`src/sv/efp_pkg.sv`:
```
// Shared types, constants and the microcode store of the escape-time fractal pixel block.
`timescale 1ns / 1ps
package efp_pkg;

  localparam int DEF_FRAME_WIDTH  = 1024;
  localparam int DEF_FRAME_HEIGHT = 1024;

  localparam int IDX_W   = 20;
  localparam int Q_W     = 32;
  localparam int Z_W     = 36;
  localparam int CNT_W   = 16;
  localparam int OFF_W   = 34;
  localparam int PROD_W  = 64;
  localparam int SQ_W    = 59;
  localparam int FRAC    = 28;
  localparam int CFGI_W  = 3;
  localparam int UC_AW   = 4;

  localparam logic [Z_W-1:0]    TWO_Q     = 36'd536870912;
  localparam logic [SQ_W:0]     FOUR_Q56  = 60'd288230376151711744;
  localparam logic [PROD_W-1:0] Q4_MAX_P  = 64'h0000_0000_7FFF_FFFF;
  localparam logic [PROD_W-1:0] Q4_MINM_P = 64'h0000_0000_8000_0000;
  localparam logic [Q_W-1:0]    Q4_MAX    = 32'h7FFF_FFFF;
  localparam logic [Q_W-1:0]    Q4_MIN    = 32'h8000_0000;

  typedef enum logic [CFGI_W-1:0] {
    REG_MAX_ITER   = 3'd0,
    REG_ORIGIN_X   = 3'd1,
    REG_ORIGIN_Y   = 3'd2,
    REG_PIXEL_STEP = 3'd3,
    REG_JULIA_MODE = 3'd4,
    REG_JULIA_RE   = 3'd5,
    REG_JULIA_IM   = 3'd6
  } cfg_reg_t;

  typedef struct packed {
    logic [CNT_W-1:0]      max_iterations;
    logic signed [Q_W-1:0] origin_x;
    logic signed [Q_W-1:0] origin_y;
    logic [Q_W-1:0]        pixel_step;
    logic                  julia_mode;
    logic signed [Q_W-1:0] julia_real;
    logic signed [Q_W-1:0] julia_imag;
  } cfg_t;

  typedef enum logic [3:0] {
    DP_NOP,
    DP_LOAD,
    DP_DIV,
    DP_OFFX,
    DP_OFFY,
    DP_MULOFF,
    DP_SATX,
    DP_SATY,
    DP_INIT,
    DP_MAG,
    DP_MSQR,
    DP_MSQI,
    DP_MCRS,
    DP_TEST,
    DP_UPD,
    DP_EMIT
  } dp_op_t;

  typedef enum logic [2:0] {
    CND_NEVER,
    CND_ALWAYS,
    CND_IN_WAIT,
    CND_DIV_MORE,
    CND_COUNT_DONE,
    CND_BIG,
    CND_SUM_OUT,
    CND_OUT_BUSY
  } cond_t;

  typedef struct packed {
    dp_op_t           op;
    cond_t            cond;
    logic [UC_AW-1:0] jmp;
    logic [UC_AW-1:0] nxt;
  } ctrl_t;

  typedef struct packed {
    logic in_wait;
    logic div_more;
    logic count_done;
    logic big;
    logic sum_out;
    logic out_busy;
  } status_t;

  localparam logic [UC_AW-1:0] UC_LOAD  = 4'd0;
  localparam logic [UC_AW-1:0] UC_DIV   = 4'd1;
  localparam logic [UC_AW-1:0] UC_OFFX  = 4'd2;
  localparam logic [UC_AW-1:0] UC_MULX  = 4'd3;
  localparam logic [UC_AW-1:0] UC_SATX  = 4'd4;
  localparam logic [UC_AW-1:0] UC_OFFY  = 4'd5;
  localparam logic [UC_AW-1:0] UC_MULY  = 4'd6;
  localparam logic [UC_AW-1:0] UC_SATY  = 4'd7;
  localparam logic [UC_AW-1:0] UC_INIT  = 4'd8;
  localparam logic [UC_AW-1:0] UC_MAG   = 4'd9;
  localparam logic [UC_AW-1:0] UC_MSQR  = 4'd10;
  localparam logic [UC_AW-1:0] UC_MSQI  = 4'd11;
  localparam logic [UC_AW-1:0] UC_MCRS  = 4'd12;
  localparam logic [UC_AW-1:0] UC_TEST  = 4'd13;
  localparam logic [UC_AW-1:0] UC_UPD   = 4'd14;
  localparam logic [UC_AW-1:0] UC_EMIT  = 4'd15;

  // control store: op, branch condition, taken target, fall-through target
  function automatic ctrl_t ucode(input logic [UC_AW-1:0] addr);
    ctrl_t w;
    case (addr)
      UC_LOAD: w = '{DP_LOAD,   CND_IN_WAIT,    UC_LOAD, UC_DIV};
      UC_DIV:  w = '{DP_DIV,    CND_DIV_MORE,   UC_DIV,  UC_OFFX};
      UC_OFFX: w = '{DP_OFFX,   CND_NEVER,      UC_LOAD, UC_MULX};
      UC_MULX: w = '{DP_MULOFF, CND_NEVER,      UC_LOAD, UC_SATX};
      UC_SATX: w = '{DP_SATX,   CND_NEVER,      UC_LOAD, UC_OFFY};
      UC_OFFY: w = '{DP_OFFY,   CND_NEVER,      UC_LOAD, UC_MULY};
      UC_MULY: w = '{DP_MULOFF, CND_NEVER,      UC_LOAD, UC_SATY};
      UC_SATY: w = '{DP_SATY,   CND_NEVER,      UC_LOAD, UC_INIT};
      UC_INIT: w = '{DP_INIT,   CND_NEVER,      UC_LOAD, UC_MAG};
      UC_MAG:  w = '{DP_MAG,    CND_COUNT_DONE, UC_EMIT, UC_MSQR};
      UC_MSQR: w = '{DP_MSQR,   CND_BIG,        UC_EMIT, UC_MSQI};
      UC_MSQI: w = '{DP_MSQI,   CND_NEVER,      UC_LOAD, UC_MCRS};
      UC_MCRS: w = '{DP_MCRS,   CND_NEVER,      UC_LOAD, UC_TEST};
      UC_TEST: w = '{DP_TEST,   CND_SUM_OUT,    UC_EMIT, UC_UPD};
      UC_UPD:  w = '{DP_UPD,    CND_ALWAYS,     UC_MAG,  UC_MAG};
      UC_EMIT: w = '{DP_EMIT,   CND_OUT_BUSY,   UC_EMIT, UC_LOAD};
      default: w = '{DP_NOP,    CND_ALWAYS,     UC_LOAD, UC_LOAD};
    endcase
    return w;
  endfunction

endpackage

```
`src/sv/escape_time_fractal_pixel_top.sv`:
```
// Top level of the escape-time fractal pixel block: ports, configuration registers, wiring.
`timescale 1ns / 1ps
// Usage:
//   Input stream: in_tdata carries a linear pixel index, in_tlast marks the last
//   pixel of a work chunk. One beat is taken when in_tvalid and in_tready are high.
//   Output stream: one beat per pixel with final z (Q8.28), iteration count,
//   the in-set flag on out_tuser and the chunk marker echoed on out_tlast.
//   Config: cfg_index/cfg_data written when cfg_valid is high; cfg_ready is
//   always high. Write only while no pixel is in flight.
// Sequence (one pixel at a time, a microcoded sequencer over one 32x32 multiplier):
//   load, 2 divider steps (reciprocal multiply, remainder), offset, multiply and
//   saturate for x and then for y, init, then per iteration magnitude, real square,
//   imaginary square, cross product, escape test and z update; an exit on the count
//   limit, a large component or the squared sum goes to the emit step, which loads
//   the result; the next pixel is taken as soon as the result sits in the output
//   register.
// Reset: the sequencer returns to the load step, the output register empties and
//   the configuration registers take their defaults.
// Stall: a held result keeps the output register; the next pixel computes and
//   then waits in the emit step until the register frees up.
module escape_time_fractal_pixel_top #(
  parameter int FRAME_WIDTH  = efp_pkg::DEF_FRAME_WIDTH,
  parameter int FRAME_HEIGHT = efp_pkg::DEF_FRAME_HEIGHT
) (
  input  logic                       clk,
  input  logic                       rst_n,
  input  logic                       in_tvalid,
  output logic                       in_tready,
  input  logic [23:0]                in_tdata,   // [19:0] pixel_index, rest zero
  input  logic                       in_tlast,
  output logic                       out_tvalid,
  input  logic                       out_tready,
  output logic [87:0]                out_tdata,  // [35:0] final_real, [71:36] final_imag,
                                                 // [87:72] escape_count
  output logic [0:0]                 out_tuser,  // [0] in_set
  output logic                       out_tlast,
  input  logic                       cfg_valid,
  output logic                       cfg_ready,
  input  logic [efp_pkg::CFGI_W-1:0] cfg_index,
  input  logic [31:0]                cfg_data
);
  import efp_pkg::*;

  cfg_t    cfg_r;
  ctrl_t   ctrl;
  status_t st;

  logic [Z_W-1:0]   o_real, o_imag;
  logic [CNT_W-1:0] o_count;
  logic             o_in_set;

  assign cfg_ready = 1'b1;

  always_ff @(posedge clk) begin
    if (!rst_n) begin
      cfg_r.max_iterations <= 16'd256;
      cfg_r.origin_x       <= '0;
      cfg_r.origin_y       <= '0;
      cfg_r.pixel_step     <= 32'd1342177;
      cfg_r.julia_mode     <= 1'b0;
      cfg_r.julia_real     <= '0;
      cfg_r.julia_imag     <= '0;
    end else if (cfg_valid && cfg_ready) begin
      case (cfg_index)
        REG_MAX_ITER:   cfg_r.max_iterations <= cfg_data[CNT_W-1:0];
        REG_ORIGIN_X:   cfg_r.origin_x       <= cfg_data;
        REG_ORIGIN_Y:   cfg_r.origin_y       <= cfg_data;
        REG_PIXEL_STEP: cfg_r.pixel_step     <= cfg_data;
        REG_JULIA_MODE: cfg_r.julia_mode     <= cfg_data[0];
        REG_JULIA_RE:   cfg_r.julia_real     <= cfg_data;
        REG_JULIA_IM:   cfg_r.julia_imag     <= cfg_data;
        default: ;
      endcase
    end
  end

  efp_sequencer u_seq (
    .clk   (clk),
    .rst_n (rst_n),
    .st    (st),
    .ctrl  (ctrl)
  );

  efp_datapath #(
    .FRAME_WIDTH  (FRAME_WIDTH),
    .FRAME_HEIGHT (FRAME_HEIGHT)
  ) u_dp (
    .clk        (clk),
    .rst_n      (rst_n),
    .ctrl       (ctrl),
    .cfg        (cfg_r),
    .st         (st),
    .in_tvalid  (in_tvalid),
    .in_tready  (in_tready),
    .in_index   (in_tdata[IDX_W-1:0]),
    .in_last    (in_tlast),
    .out_tvalid (out_tvalid),
    .out_tready (out_tready),
    .out_real   (o_real),
    .out_imag   (o_imag),
    .out_count  (o_count),
    .out_in_set (o_in_set),
    .out_last   (out_tlast)
  );

  assign out_tdata = {o_count, o_imag, o_real};
  assign out_tuser = o_in_set;

endmodule

```
`src/sv/efp_sequencer.sv`:
```
// Microcode sequencer: step counter, control store lookup and branch selection.
`timescale 1ns / 1ps
module efp_sequencer (
  input  logic             clk,
  input  logic             rst_n,
  input  efp_pkg::status_t st,
  output efp_pkg::ctrl_t   ctrl
);
  import efp_pkg::*;

  logic [UC_AW-1:0] pc_r, pc_nxt;
  logic             taken;

  assign ctrl = ucode(pc_r);

  always_comb begin
    case (ctrl.cond)
      CND_NEVER:      taken = 1'b0;
      CND_ALWAYS:     taken = 1'b1;
      CND_IN_WAIT:    taken = st.in_wait;
      CND_DIV_MORE:   taken = st.div_more;
      CND_COUNT_DONE: taken = st.count_done;
      CND_BIG:        taken = st.big;
      CND_SUM_OUT:    taken = st.sum_out;
      CND_OUT_BUSY:   taken = st.out_busy;
      default:        taken = 1'b0;
    endcase
    pc_nxt = taken ? ctrl.jmp : ctrl.nxt;
  end

  always_ff @(posedge clk) begin
    if (!rst_n) begin
      pc_r <= UC_LOAD;
    end else begin
      pc_r <= pc_nxt;
    end
  end

endmodule

```
`src/sv/efp_datapath.sv`:
```
// Datapath: index divider, point mapping, shared multiplier, z update and result register.
`timescale 1ns / 1ps
module efp_datapath #(
  parameter int FRAME_WIDTH  = efp_pkg::DEF_FRAME_WIDTH,
  parameter int FRAME_HEIGHT = efp_pkg::DEF_FRAME_HEIGHT
) (
  input  logic                          clk,
  input  logic                          rst_n,
  input  efp_pkg::ctrl_t                ctrl,
  input  efp_pkg::cfg_t                 cfg,
  output efp_pkg::status_t              st,
  input  logic                          in_tvalid,
  output logic                          in_tready,
  input  logic [efp_pkg::IDX_W-1:0]     in_index,
  input  logic                          in_last,
  output logic                          out_tvalid,
  input  logic                          out_tready,
  output logic [efp_pkg::Z_W-1:0]       out_real,
  output logic [efp_pkg::Z_W-1:0]       out_imag,
  output logic [efp_pkg::CNT_W-1:0]     out_count,
  output logic                          out_in_set,
  output logic                          out_last
);
  import efp_pkg::*;

  // row = (index * RECIP) >> RSH is exact for every 20-bit index
  localparam int CW     = $clog2(FRAME_WIDTH);
  localparam int RSH    = IDX_W + CW;
  localparam int RCP_W  = IDX_W + 1;
  localparam int QP_W   = IDX_W + RCP_W;
  localparam int DCNT_W = 1;
  localparam longint unsigned RECIP_L =
    ((64'd1 << RSH) + 64'(FRAME_WIDTH) - 64'd1) / 64'(FRAME_WIDTH);
  localparam logic [RCP_W-1:0]  RECIP  = RCP_W'(RECIP_L);
  localparam logic [IDX_W-1:0]  W_I    = IDX_W'(FRAME_WIDTH);
  localparam logic [OFF_W-1:0]  HALF_W = OFF_W'(FRAME_WIDTH / 2);
  localparam logic [OFF_W-1:0]  HALF_H = OFF_W'(FRAME_HEIGHT / 2);
  localparam logic [DCNT_W-1:0] DLAST  = DCNT_W'(1);

  // divider
  logic [IDX_W-1:0]  dvd_r;
  logic [IDX_W-1:0]  quo_r;
  logic [CW-1:0]     rem_r;
  logic [DCNT_W-1:0] dcnt_r;
  logic [QP_W-1:0]   qprod;
  logic [IDX_W-1:0]  qw;
  logic [IDX_W-1:0]  col_full;
  logic              last_r;

  // mapping
  logic [OFF_W-1:0]  off;
  logic [Q_W-1:0]    omag_r;
  logic              oneg_r;
  logic [Q_W-1:0]    sat_v;
  logic [Q_W-1:0]    px_r, py_r;

  // multiplier
  logic [Q_W-1:0]    mul_a, mul_b;
  logic [PROD_W-1:0] p_r;

  // iteration
  logic [Z_W-1:0]    zr_r, zi_r, cr_r, ci_r;
  logic [Z_W-1:0]    ar_r, ai_r;
  logic              sr_r, si_r;
  logic [SQ_W-1:0]   sqr_r, sqi_r, crs_r;
  logic [CNT_W-1:0]  cnt_r;
  logic [SQ_W:0]     sq_sum;
  logic [Z_W-1:0]    tr, ti, tc, tc_s, nr, ni;

  // result register
  logic              ovalid_r;
  logic              load_out;

  assign in_tready = (ctrl.op == DP_LOAD);

  assign qprod    = {{RCP_W{1'b0}}, dvd_r} * {{IDX_W{1'b0}}, RECIP};
  assign qw       = quo_r * W_I;
  assign col_full = dvd_r - qw;

  always_comb begin
    if (ctrl.op == DP_OFFY) begin
      off = {{(OFF_W-IDX_W){1'b0}}, dvd_r} - HALF_H + {{2{cfg.origin_y[Q_W-1]}}, cfg.origin_y};
    end else begin
      off = {{(OFF_W-CW){1'b0}}, rem_r} - HALF_W
            + {{2{cfg.origin_x[Q_W-1]}}, cfg.origin_x};
    end
  end

  always_comb begin
    if (oneg_r) begin
      sat_v = (p_r > Q4_MINM_P) ? Q4_MIN : (Q_W'(0) - p_r[Q_W-1:0]);
    end else begin
      sat_v = (p_r > Q4_MAX_P) ? Q4_MAX : p_r[Q_W-1:0];
    end
  end

  always_comb begin
    case (ctrl.op)
      DP_MULOFF: begin mul_a = omag_r;         mul_b = cfg.pixel_step; end
      DP_MSQR:   begin mul_a = ar_r[Q_W-1:0];  mul_b = ar_r[Q_W-1:0];  end
      DP_MSQI:   begin mul_a = ai_r[Q_W-1:0];  mul_b = ai_r[Q_W-1:0];  end
      default:   begin mul_a = ar_r[Q_W-1:0];  mul_b = ai_r[Q_W-1:0];  end
    endcase
  end

  assign tr     = {{(Z_W-(SQ_W-FRAC)){1'b0}}, sqr_r[SQ_W-1:FRAC]};
  assign ti     = {{(Z_W-(SQ_W-FRAC)){1'b0}}, sqi_r[SQ_W-1:FRAC]};
  assign tc     = {{(Z_W-(SQ_W-FRAC)){1'b0}}, crs_r[SQ_W-1:FRAC]};
  assign tc_s   = (sr_r ^ si_r) ? (Z_W'(0) - tc) : tc;
  assign nr     = tr - ti + cr_r;
  assign ni     = {tc_s[Z_W-2:0], 1'b0} + ci_r;
  assign sq_sum = {1'b0, sqr_r} + {1'b0, sqi_r};

  assign load_out = (ctrl.op == DP_EMIT) && (!ovalid_r || out_tready);

  always_comb begin
    st.in_wait    = !in_tvalid;
    st.div_more   = (dcnt_r != DLAST);
    st.count_done = (cnt_r == cfg.max_iterations);
    st.big        = (ar_r > TWO_Q) || (ai_r > TWO_Q);
    st.sum_out    = (sq_sum > FOUR_Q56);
    st.out_busy   = ovalid_r && !out_tready;
  end

  always_ff @(posedge clk) begin
    if (!rst_n) begin
      dcnt_r <= '0;
    end else begin
      case (ctrl.op)
        DP_LOAD: dcnt_r <= '0;
        DP_DIV:  dcnt_r <= dcnt_r + DCNT_W'(1);
        default: dcnt_r <= dcnt_r;
      endcase
    end
  end

  always_ff @(posedge clk) begin
    p_r <= {{(PROD_W-Q_W){1'b0}}, mul_a} * {{(PROD_W-Q_W){1'b0}}, mul_b};
    case (ctrl.op)
      DP_LOAD: begin
        if (in_tvalid) begin
          dvd_r  <= in_index;
          last_r <= in_last;
        end
      end
      DP_DIV: begin
        if (dcnt_r != DLAST) begin
          quo_r <= IDX_W'(qprod >> RSH);
        end else begin
          rem_r <= col_full[CW-1:0];
          dvd_r <= quo_r;
        end
      end
      DP_OFFX, DP_OFFY: begin
        oneg_r <= off[OFF_W-1];
        omag_r <= off[OFF_W-1] ? Q_W'(OFF_W'(0) - off) : off[Q_W-1:0];
      end
      DP_SATX: px_r <= sat_v;
      DP_SATY: py_r <= sat_v;
      DP_INIT: begin
        cnt_r <= '0;
        if (cfg.julia_mode) begin
          zr_r <= {{(Z_W-Q_W){px_r[Q_W-1]}}, px_r};
          zi_r <= {{(Z_W-Q_W){py_r[Q_W-1]}}, py_r};
          cr_r <= {{(Z_W-Q_W){cfg.julia_real[Q_W-1]}}, cfg.julia_real};
          ci_r <= {{(Z_W-Q_W){cfg.julia_imag[Q_W-1]}}, cfg.julia_imag};
        end else begin
          zr_r <= '0;
          zi_r <= '0;
          cr_r <= {{(Z_W-Q_W){px_r[Q_W-1]}}, px_r};
          ci_r <= {{(Z_W-Q_W){py_r[Q_W-1]}}, py_r};
        end
      end
      DP_MAG: begin
        sr_r <= zr_r[Z_W-1];
        si_r <= zi_r[Z_W-1];
        ar_r <= zr_r[Z_W-1] ? (Z_W'(0) - zr_r) : zr_r;
        ai_r <= zi_r[Z_W-1] ? (Z_W'(0) - zi_r) : zi_r;
      end
      DP_MSQI: sqr_r <= p_r[SQ_W-1:0];
      DP_MCRS: sqi_r <= p_r[SQ_W-1:0];
      DP_TEST: crs_r <= p_r[SQ_W-1:0];
      DP_UPD: begin
        zr_r  <= nr;
        zi_r  <= ni;
        cnt_r <= cnt_r + CNT_W'(1);
      end
      default: ;
    endcase
  end

  always_ff @(posedge clk) begin
    if (!rst_n) begin
      ovalid_r <= 1'b0;
    end else if (load_out) begin
      ovalid_r <= 1'b1;
    end else if (out_tready) begin
      ovalid_r <= 1'b0;
    end
  end

  always_ff @(posedge clk) begin
    if (load_out) begin
      out_real   <= zr_r;
      out_imag   <= zi_r;
      out_count  <= cnt_r;
      out_in_set <= (cnt_r == cfg.max_iterations);
      out_last   <= last_r;
    end
  end

  assign out_tvalid = ovalid_r;

  a_upd_inside: assert property (@(posedge clk) disable iff (!rst_n)
    (ctrl.op == DP_UPD) |-> (ar_r <= TWO_Q && ai_r <= TWO_Q && !st.sum_out))
    else $error("z update issued outside the escape radius");

  a_upd_count: assert property (@(posedge clk) disable iff (!rst_n)
    (ctrl.op == DP_UPD) |-> (cnt_r < cfg.max_iterations))
    else $error("iteration count past the limit");

  a_load_free: assert property (@(posedge clk) disable iff (!rst_n)
    load_out |-> (!ovalid_r || out_tready))
    else $error("result register overwritten while held");

  a_div_start: assert property (@(posedge clk) disable iff (!rst_n)
    (in_tvalid && in_tready) |=> (dcnt_r == '0 && ctrl.op == DP_DIV))
    else $error("divider not started after input beat");

endmodule
```
`config.mk`:
```
export PLATFORM = sky130hd
export DESIGN_NAME = escape_time_fractal_pixel_top
export DESIGN_NICKNAME = d
export VERILOG_FILES = /design/src/sv/efp_pkg.sv /design/src/sv/escape_time_fractal_pixel_top.sv /design/src/sv/efp_sequencer.sv /design/src/sv/efp_datapath.sv
export SDC_FILE = /design/constraint.sdc
export NUM_CORES = 2
export LEC_CHECK = 0
export BUFFER_PORTS_ARGS = -buffer_cell sky130_fd_sc_hd__buf_2
export CAP_MARGIN = 20
export CORE_AREA = 2 2 560 562
export CTS_BUF_LIST = sky130_fd_sc_hd__clkbuf_2 sky130_fd_sc_hd__clkbuf_4 sky130_fd_sc_hd__clkbuf_8
export CTS_CLUSTER_DIAMETER = 60
export DETAILED_ROUTE_END_ITERATION = 12
export DIE_AREA = 0 0 562 564
export RECOVER_POWER = 25
export SYNTH_ARGS = -nofsm -noshare
export SYNTH_HDL_FRONTEND = slang
export SYNTH_SLANG_ARGS = --single-unit
export TNS_END_PERCENT = 20
```
`constraint.sdc`:
```
create_clock -name clk -period 10.2 [get_ports clk]
set_clock_uncertainty 0.05 [all_clocks]
set_input_delay 2.04 -clock clk [delete_from_list [all_inputs] [get_ports clk]]
set_output_delay 2.04 -clock clk [all_outputs]
set_load 0.05 [all_outputs]
```
==> run metrics <==
final antenna-violating net count 0; synthesized-area fraction occupied by and/or/nand/nor cells 0.1541; Area Overhead vs Synth 14.03%; # DRC 0; placed cell count 12.42k; failing checks max-capacitance violations, max-slew violations; area share of the largest cell type after synthesis 0.2341; fin nets 9899; startpoint types flip-flop; Post-synth top flop edfxtp_1; Crit path arrival time 10540 ps; synthesis-stage register bit count 859; Setup Viol. Count Final 0; Synth Area in XOR/XNOR 0.04144; Worst path slowest cell fa_1; HPWL after DPL 218.6 mm; cell count after synthesis 8183; WHS Path Cells 0; crit end category flip-flop; max capacitance violation total 6; Final Non-Filler Cells 12.71k; number of global-route vias before repair 60.96k; Final Core Density 0.2837; Synth Area in Compound Gates 0.1073; synth cell count leaders nand2_1 (1144), inv_1 (1055), fa_1 (902), nor2_1 (853), edfxtp_1 (603); Iter 0 DRT Violations 5504; WS Path Type reg2reg; sequential fraction of the synthesis area 0.3003; Worst Reg-to-Reg Cells 39; multiplexer area fraction after synthesis 0.01397; RR Endpoint u_dp.p_r[57]$_DFF_P_; Post-synth EDFFs 603; largest family of logic cells by synthesized area adder cells; Sink Count 859; Longest Clk Path Bufs 3; Max-slew headroom -0.7510; row count 205; endpoints failing hold 0; first-pass GRT wire length 402.2 mm; Synth Area in Adders 0.3133; r2r setup slk 360 ps; max incr delay on CP 560 ps; RSZ-0062 raised after global routing yes; DRT Pass-1 Iters 6; clk_lat worst skew 910 ps; largest net degree at the start of global routing 102; register clock-pin slew on the reported worst setup and hold paths 70 ps; post-layout min period 9836 ps; post-route clock period utilization 0.9644; post-DR vias/cell 4.807; Synthesized Nets 9644; maximum fanout along the worst path 20; fillers 32.75k; status complete, but fails checks; gr usage total 0.1697; Die X 562 um; post-route cell area 88210 um^2; Syn. warnings 0; PortBufs 152; Die H 564 um; CORE AREA 310900 um^2; Worst Hold End u_dp.out_last$_DFFE_PP_; Mapped Area 77360 um^2; Synth cell types 96; proportion of layout cells with a drive suffix above 1 0.1030; I/O Pins 158; hold crit path type reg2reg; DR WL/cell 21.37 um; Fin Hold WS 379.2 ps; Routed WL 271.7 mm; Placed Area 84850 um^2; TritonCTS clock tree done; die area 317000 um^2; cts hold-fix bufs 0; R2R Path Start u_seq.ctrl[13]$_DFF_P_; root buf cell clkbuf_8; routed vias 61.12k; Initial Util 0.2488; Avg Cell Area, Syn 9.453 um^2; worst slew pin tran 2626 ps; hold path start u_dp.last_r$_DFFE_PP_; post-synth top area cell edfxtp_1; Max Freq 101.7 MHz; WP data required 10900 ps; critical path's most frequent cell fa_1; asr flop ratio synth 0; H-tree levels 4; Reg area 23230 um^2; multi-input logic area 48910 um^2; count leader, synth nand2_1; initial antenna violation count 15; Synth area leaders edfxtp_1 (23%), fa_1 (23%), ha_1 (8.0%); grt ovf 0; CP top delay family adder cells; Final Max Tran Viols 240; global placement routability congestion 0.9744; CTS Buf Count 149; worst path bufs/invs 9
registers in the layout (all words and copies together) (netlist names), 32 cells and up:
name	flops
cfg_r	177
u_dp.ai_r	36
u_dp.ar_r	36
u_dp.ci_r	32
u_dp.cr_r	32
u_dp.omag_r	32
u_dp.out_imag	36
u_dp.out_real	36
u_dp.p_r	64
u_dp.px_r	32
u_dp.py_r	32
u_dp.sqi_r	59
u_dp.sqr_r	59
u_dp.zi_r	36
u_dp.zr_r	36
cells by family (layout without fill, tap and decap cells):
logic type,count (synthesis),in the layout
mux,98,98
other cells,1,11
flops,859,859
fa+ha+maj,1396,1396
compound gates,1322,1322
xor+xnor,366,366
simple gates,2718,2718
buf+inv,1423,1804
worst max path at each step:
stage	from	to	slack, ps	cells after the start
finish	u_seq.ctrl[13]$_DFF_P_	u_dp.p_r[57]$_DFF_P_	360	39
global route	u_seq.ctrl[13]$_DFF_P_	u_dp.p_r[60]$_DFF_P_	-20	39
CTS	u_seq.ctrl[13]$_DFF_P_	u_dp.p_r[63]$_DFF_P_	120	40
detailed placement	u_seq.ctrl[13]$_DFF_P_	u_dp.p_r[63]$_DFF_P_	200	40
global placement	u_seq.ctrl[13]$_DFF_P_	u_dp.p_r[62]$_DFF_P_	230	40
floorplan	u_seq.ctrl[13]$_DFF_P_	u_dp.p_r[59]$_DFF_P_	50	39
timing repair:
item,CTS,global route
buffers inserted,0,1
resized for setup,0,17
endpoints found under the setup margin,0,13
endpoints found under the hold margin,0,0
layout make-up:
class,instances,share of cell area
repair buffers,472,0.04081
well taps,4140,0.05872
clock buffers,198,0.02848
inverters,1055,0.04495
diodes,10,0.0002837
clock inverters,79,0.008908
multi-input cells,5901,0.5545
flip-flops and latches,859,0.2634
layout by cell type, fill, tap and decap left out, types with 146 or more instances in the layout:
master,count
nand3_1,146
edfxtp_1,603
clkbuf_8,164
dfxtp_1,256
a21oi_1,460
xnor2_1,253
buf_4,268
fa_1,902
inv_1,1054
buf_2,152
o21ai_0,251
nand2_1,1140
ha_1,494
nor2_1,841
per-stage QoR:
step | worst slack, ps | setup TNS (ps)
after global routing | -19.64 | -21.45
final | 363.6 | 0
after floorplan | 54.87 | 0
after global placement | 228.8 | 0
after detailed placement | 204.7 | 0
after CTS | 116.0 | 0
layer usage:
metal / part of all wire / global-route usage
met1: 0.40 / 0.2118
met5: 0.00022 / 0
met3: 0.071 / 0.02601
met2: 0.46 / 0.2779
met4: 0.067 / 0.09959
Power is not shown: default switching activity piles up to over one toggle a cycle in this logic, so the estimate is an artifact.
